**src/hw/rtl/euler_to_quaternion_core_macros.svh**
```systemverilog
// Assertion macros used by the top level of the Euler-to-quaternion core.
`ifndef EULER_TO_QUATERNION_CORE_MACROS_SVH
`define EULER_TO_QUATERNION_CORE_MACROS_SVH
// Implication checked on every clock edge outside reset.
`define E2Q_ASSERT_IMP(lbl, clk, rst_n, ante, cons) \
  lbl: assert property (@(posedge clk) disable iff (!rst_n) (ante) |-> (cons)) \
    else $error("assertion failed");
// Implication checked in the cycle after the antecedent.
`define E2Q_ASSERT_NEXT(lbl, clk, rst_n, ante, cons) \
  lbl: assert property (@(posedge clk) disable iff (!rst_n) (ante) |=> (cons)) \
    else $error("assertion failed");
`endif

```
**src/hw/rtl/e2q_pkg.sv**
```systemverilog
// Package with formats, constants and the arctangent table of the Euler-to-quaternion core.
package e2q_pkg;
  localparam int unsigned CordicSteps = 16;
  localparam int unsigned AtanEntries = 24;
  localparam int unsigned NumIter = (CordicSteps < AtanEntries) ? CordicSteps : AtanEntries;
  localparam int unsigned NumLanes = 3;
  localparam int unsigned ZW = 34;
  localparam int unsigned XW = 32;

  localparam logic signed [ZW-1:0] Q30Pi = 34'sd3373259426;
  localparam logic signed [ZW-1:0] Q30HalfPi = 34'sd1686629713;
  localparam logic signed [XW-1:0] Q30Gain = 32'sd652032874;

  typedef logic signed [15:0] angle_t;
  typedef logic signed [15:0] q14_t;
  typedef logic signed [17:0] q15_t;

  typedef struct packed {
    angle_t roll_angle;
    angle_t pitch_angle;
    angle_t yaw_angle;
  } in_word_t;

  typedef struct packed {
    q14_t quat_x;
    q14_t quat_y;
    q14_t quat_z;
    q14_t quat_w;
  } out_word_t;

  typedef struct packed {
    q15_t s;
    q15_t c;
  } sincos_t;

  function automatic logic signed [ZW-1:0] atan_q30(input int unsigned i);
    logic signed [ZW-1:0] r;
    r = '0;
    unique case (i)
      0: r = 34'sd843314857;
      1: r = 34'sd497837829;
      2: r = 34'sd263043837;
      3: r = 34'sd133525159;
      4: r = 34'sd67021687;
      5: r = 34'sd33543516;
      6: r = 34'sd16775851;
      7: r = 34'sd8388437;
      8: r = 34'sd4194283;
      9: r = 34'sd2097149;
      default: r = ZW'(signed'(35'sd1) <<< (30 - i));
    endcase
    return r;
  endfunction
endpackage

```
**src/hw/rtl/e2q_sincos_lane.sv**
```systemverilog
// One lane: halved angle, quadrant fold and a pipelined CORDIC giving Q.15 sine and cosine.
module e2q_sincos_lane (
  input  logic                clk_i,
  input  logic                en_i,
  input  e2q_pkg::angle_t     angle_i,
  output e2q_pkg::sincos_t    sc_o
);
  localparam int unsigned N = e2q_pkg::NumIter;
  localparam int unsigned ZW = e2q_pkg::ZW;
  localparam int unsigned XW = e2q_pkg::XW;

  logic signed [XW-1:0] x_q [N+1];
  logic signed [XW-1:0] y_q [N+1];
  logic signed [ZW-1:0] z_q [N+1];
  logic                 flip_q [N+1];
  logic signed [ZW-1:0] z0, zf;
  logic                 fl;
  logic signed [XW:0]   xr, yr;

  // Fold the halved angle into the range of plus or minus pi/2.
  always_comb begin
    z0 = ZW'(angle_i) <<< 17;
    zf = z0;
    fl = 1'b0;
    if (z0 > e2q_pkg::Q30HalfPi) begin
      zf = z0 - e2q_pkg::Q30Pi;
      fl = 1'b1;
    end else if (z0 < -e2q_pkg::Q30HalfPi) begin
      zf = z0 + e2q_pkg::Q30Pi;
      fl = 1'b1;
    end
  end

  always_ff @(posedge clk_i) begin
    if (en_i) begin
      x_q[0] <= e2q_pkg::Q30Gain;
      y_q[0] <= '0;
      z_q[0] <= zf;
      flip_q[0] <= fl;
    end
  end

  for (genvar i = 0; i < N; i++) begin : g_step
    always_ff @(posedge clk_i) begin
      if (en_i) begin
        flip_q[i+1] <= flip_q[i];
        if (!z_q[i][ZW-1]) begin
          x_q[i+1] <= x_q[i] - (y_q[i] >>> i);
          y_q[i+1] <= y_q[i] + (x_q[i] >>> i);
          z_q[i+1] <= z_q[i] - e2q_pkg::atan_q30(i);
        end else begin
          x_q[i+1] <= x_q[i] + (y_q[i] >>> i);
          y_q[i+1] <= y_q[i] - (x_q[i] >>> i);
          z_q[i+1] <= z_q[i] + e2q_pkg::atan_q30(i);
        end
      end
    end
  end

  always_comb begin
    xr = flip_q[N] ? -(XW+1)'(x_q[N]) : (XW+1)'(x_q[N]);
    yr = flip_q[N] ? -(XW+1)'(y_q[N]) : (XW+1)'(y_q[N]);
    xr = xr + (XW+1)'(33'sd16384);
    yr = yr + (XW+1)'(33'sd16384);
    sc_o.c = xr[32:15];
    sc_o.s = yr[32:15];
  end
endmodule

```
**config.mk**
```make
export PLATFORM = sky130hd
export DESIGN_NAME = e2q_sincos_lane
export DESIGN_NICKNAME = d
export VERILOG_FILES = /design/src/hw/rtl/euler_to_quaternion_core_macros.svh /design/src/hw/rtl/e2q_pkg.sv /design/src/hw/rtl/e2q_sincos_lane.sv
export SDC_FILE = /design/constraint.sdc
export NUM_CORES = 2
export LEC_CHECK = 0
export BUFFER_PORTS_ARGS = -buffer_cell sky130_fd_sc_hd__buf_2
export CORE_MARGIN = 3
export CORE_UTILIZATION = 31
export CTS_CLUSTER_SIZE = 40
export DETAILED_ROUTE_END_ITERATION = 8
export GPL_TIMING_DRIVEN = 0
export PLACE_DENSITY = 0.46
export SLEW_MARGIN = 20
export SYNTH_ARGS = -nofsm -noshare
export SYNTH_HDL_FRONTEND = slang
export SYNTH_SLANG_ARGS = --single-unit
```
**constraint.sdc**
```tcl
create_clock -name clk_i -period 8 [get_ports clk_i]
set_input_delay 1.2 -clock clk_i [delete_from_list [all_inputs] [get_ports clk_i]]
set_output_delay 1.2 -clock clk_i [all_outputs]
set_load 0.01 [all_outputs]
```
# Yosys cells after proc, flatten, opt, wreduce, memory -nomap -nowiden
# Memory sizes are Yosys's and may differ from the RTL's.
# Cells that the tools add are included.
# Widths: inputs -> output; s select.
# totals
register_bits,0
ram_bits,1683
input_bits,18
output_inout_bits,36
wordCells,307
memories,4
# classes
addsub,101
magnitude_cmp,2
n_mux,152
bitwise_logic,48
# memory_table
memory,words,width,rd,rd_ports_with_merged_regs,wr,line_no,source
z_q,17,34,16,0,17,e2q_sincos_lane.sv:14,logic signed [ZW-1:0] z_q [N+1];
x_q,17,32,17,0,17,e2q_sincos_lane.sv:12,logic signed [XW-1:0] x_q [N+1];
y_q,17,32,17,0,17,e2q_sincos_lane.sv:13,logic signed [XW-1:0] y_q [N+1];
flip_q,17,1,17,0,17,e2q_sincos_lane.sv:15,logic flip_q [N+1];
# ops
operator,n
$mux 32,32
$mux 34,18
$mux 1,100
$add 34x22->34 const B,2
$sub 34x22->34 const B,2
$add 33x16->33 const B,2
$mux 33,2
$neg 32->33,2
$add 32x17->32,2
$add 32x18->32,2
$add 32x19->32,2
$add 32x20->32,2
$add 32x21->32,2
$add 32x22->32,2
$add 32x23->32,2
$add 32x24->32,2
$add 32x25->32,2
$add 32x26->32,2
$add 32x27->32,2
$add 32x28->32,2
$add 32x29->32,2
$add 32x30->32,2
$add 32x31->32,2
$sub 32x17->32,2
other kinds (49),111

# Longest topological paths before layout
# An unclocked memory read counts as a cell.
# depth
ltp_word,5
depth_mapped,21
ltp_nobuf,21

# Worst setup path after synthesis
# OpenSTA, ideal clock, no wires.
# synth_path
path_type,input to register
from,input en_i
to,"memory y_q[4][31], data pin"
setup_time_ns,0.259
arrival_ns,5.737
t_required_ns,7.741
slack_ns,2.003
cell_stages,18
path_buffers,3
path_cell_list,clkbuf_1 -> clkbuf_1 -> nand2_1 -> inv_2 -> buf_1 -> mux2i_1 -> ha_1 -> nor2b_1 -> o31a_1 -> o31a_1 -> a311o_1 -> a211o_1 -> a211o_1 -> o22a_1 -> and4_4 -> a2111oi_4 -> a21oi_1 -> xnor2_1
# synth_lines
item,line_no,source
start: declaration,e2q_sincos_lane.sv:4,"input logic en_i,"
end: declaration,e2q_sincos_lane.sv:13,

==> results.json <==
{
  "status": "finished, final reports clean",
  "cp-start-kind": "input port",
  "netlist.area_leader.share_pct": 35.2,
  "crit_top_cell": "a21oi_1",
  "synth_commonest_cells": "1,383 x ha_1, 1,361 x edfxtp_1, 1,246 x a21oi_1, 1,172 x xnor2_1, 915 x nor2_1",
  "synthCells": 12000,
  "drt_iter0_drc": 4663,
  "hpwl_um": 260000,
  "fin_nets": 13700,
  "worstPathArrival_ps": 7740,
  "clock.fmax_mhz": 139,
  "drv_slew": 0,
  "skew_ps": 53.2,
  "drcViolationCount": 0,
  "clock_path_buffers": 4,
  "insertion_delay_ps": 860,
  "vias": 87200,
  "core-area_mm2": 0.372,
  "initial_core_util_pct": 31.2,
  "synth.most_common_cell": "ha_1",
  "cp_top_family": "compound AO/OA/AOI/OAI gates",
  "cap_violations": 0,
  "path_depth": 19,
  "synth_compound_area_share_pct": 20.2,
  "syn_area_per_cell_um2": 9.64,
  "post_cts_buffers": 0,
  "path_clk_slew_ps": 50,
  "crit_path_end_kind": "flop",
  "period_share_pct": 89.7,
  "synthArstFlopShare_pct": 0,
  "synthMuxAreaShare_pct": 0.978,
  "synth_top_flop_cell": "edfxtp_1",
  "drtPass1Iterations": 5,
  "gp_congestion": 0.872,
  "ys_top_cells_by_area": "edfxtp_1 35%, ha_1 15%, xnor2_1 8.8%",
  "port-buffer-count": 46,
  "multi_input_area_mm2": 0.0726,
  "utilization_pct": 34.6,
  "seqCellArea_mm2": 0.0409,
  "synth_edf_count": 1361,
  "setup-violations-final": 0,
  "die_h_um": 618,
  "netlist-cell-type-count": 95,
  "synth_top_family_by_area": "compound AO/OA/AOI/OAI gates",
  "fin_cells": 17400,
  "slowest_stage": "a211oi_1",
  "tns_ps": 0,
  "gr-total-overflow": 0,
  "synth_xor_area_share_pct": 13.3,
  "relSlewSlack_pct": 23.2,
  "crit_buf_inv": 4,
  "grt_pass1_wl_um": 498000,
  "worstRegToRegCells": 17,
  "worst_hold_path_type": "reg2reg",
  "dp.cells": 17100,
  "grt_util_all_layers_pct": 16.2,
  "min_path_cells": 0,
  "layout-drive-gt1-share_pct": 4.11,
  "pin_count": 54,
  "root_buffer": "clkbuf_16",
  "numCtsBuffers": 173,
  "yosys_warnings": 0,
  "cp_max_fo": 58,
  "nFillCells": 38100,
  "ant_nets": 0,
  "cp.required_ps": 8570,
  "antenna_found_initial": 3,
  "yosysTopAreaCell": "edfxtp_1",
  "cts.sinks": 1361,
  "core.rowCount": 224,
  "min_period_ps": 7170,
  "cts_tree": "built",
  "die_x_um": 618,
  "ctsHoldBuffers": 0,
  "synth_area_mm2": 0.116,
  "rsz0062_at_grt": "false",
  "wl_um": 317000,
  "slowest_delay_ps": 770,
  "critical_path_class": "in2reg",
  "dieArea_mm2": 0.382,
  "vias_per_cell": 5.01,
  "ys_ff_latch": 1361,
  "hold_viol": 0,
  "grt_start_max_net_pins": 57,
  "yosysSeqAreaShare_pct": 35.2,
  "tightest_slew_ps": 1140,
  "synth_simple_gate_area_share_pct": 12.4,
  "path_cells": "buf_4, nand2_1, inv_1, clkbuf_1, clkbuf_1, nor2_1, xor2_1, ha_1, a21o_1, a21oi_1, o21bai_1, a41oi_1, o21ai_0, a211oi_1, o21ai_0, a21oi_1, o21bai_1, a21oi_1, xnor2_1",
  "synth_fp_nets": 13500,
  "grt_pass1_vias": 87300,
  "cts_max_level": 4,
  "wl_per_cell_um": 18.2,
  "syn_to_final_growth_pct": 11.1,
  "synthAdderAreaFrac_pct": 15.6
}
==> through the flow <==
stage / setup WS, ps / area, µm² / hold slack (ps)
detailed placement: -1860 / 123000 / 405
CTS: 106 / 129000 / 418
finish: 828 / 129000 / 417
global route: 263 / 129000 / 423
global placement: -2880 / 123000 / 401
floorplan: 2000 / 116000 / 400
==> cells by family (layout without fill, tap and decap cells) <==
group | after synthesis | count (layout)
adder cells (fa/ha/maj) | 1424 | 1424
other | 0 | 3
AO/OA/AOI/OAI | 3712 | 3712
AND/OR/NAND/NOR | 2978 | 2978
buffers and inverters | 707 | 1090
multiplexers | 108 | 108
flip-flops | 1361 | 1361
XOR/XNOR | 1757 | 1757
==> flip-flops by register name, summed over array words and instances, names as in the netlist <==
name    count
y_q       481
z_q       408
flip_q     16
x_q       456
==> path summary, 6_finish.rpt <==
| kind | from | end | slack (ps) |
|---|---|---|---|
| worst min register to register | flip_q[0][14]$_DFFE_PP_ | flip_q[0][15]$_DFFE_PP_ | 420 |
| worst min-delay path | flip_q[0][14]$_DFFE_PP_ | flip_q[0][15]$_DFFE_PP_ | 420 |
| worst max register to register | z_q[14][33]$_DFFE_PP_ | x_q[15][29]$_DFFE_PP_ | 1840 |
| worst max-delay path | en_i | x_q[10][28]$_DFFE_PP_ | 830 |
==> routing by layer <==
| layer | share of wire [%] | GRT usage [%] |
|---|---|---|
| met1 | 42 | 18.9 |
| met2 | 51 | 30.5 |
| met3 | 2.4 | 1.51 |
| met4 | 4.0 | 6.15 |
| met5 | 0 | 0 |
==> area by class of cell <==
| type | count | share of cell area [%] |
|---|---|---|
| diodes | 3 | 0.00582 |
| plain buffers | 194 | 0.633 |
| clock buffers | 207 | 3.55 |
| clock inverters | 101 | 0.788 |
| inverters | 511 | 1.49 |
| multi-input cells | 9979 | 56.3 |
| flip-flops and latches | 1361 | 31.7 |
| well taps | 4972 | 4.82 |
| repair buffers | 77 | 0.755 |
==> placed cells by master (no fill, tap or decap), types with 65 or more instances in the layout <==
master     synthesis  final
o21a_1           173    173
o31ai_1          134    133
inv_1            502    502
xor2_1           583    583
nand2b_1         179    179
o21bai_1         196    196
mux2i_1           65     65
and3_1            87     87
clkbuf_1         164    157
edfxtp_1        1361   1361
a31oi_1          105    105
nor3_1           270    270
ha_1            1383   1383
a21oi_1         1246   1246
nor2_1           915    915
a211oi_1         100     99
xnor2_1         1172   1172
o21ai_0          687    687
or3_1             87     87
nand3_1          201    201
a21o_1           542    542
nor2b_1          161    161
nand2_1          671    670
clkbuf_16          0    179
nand4_1           94     94
==> repair_timing <==
action | 4_1_cts | 5_1_grt
endpoints found under the setup margin | 48 | 4
resized for setup | 1 | 0
endpoints found under the hold margin | 0 | 0
Power is left out: the tool's default activity adds up to more than one toggle a clock period on the data nets, which glitch-free logic cannot reach.
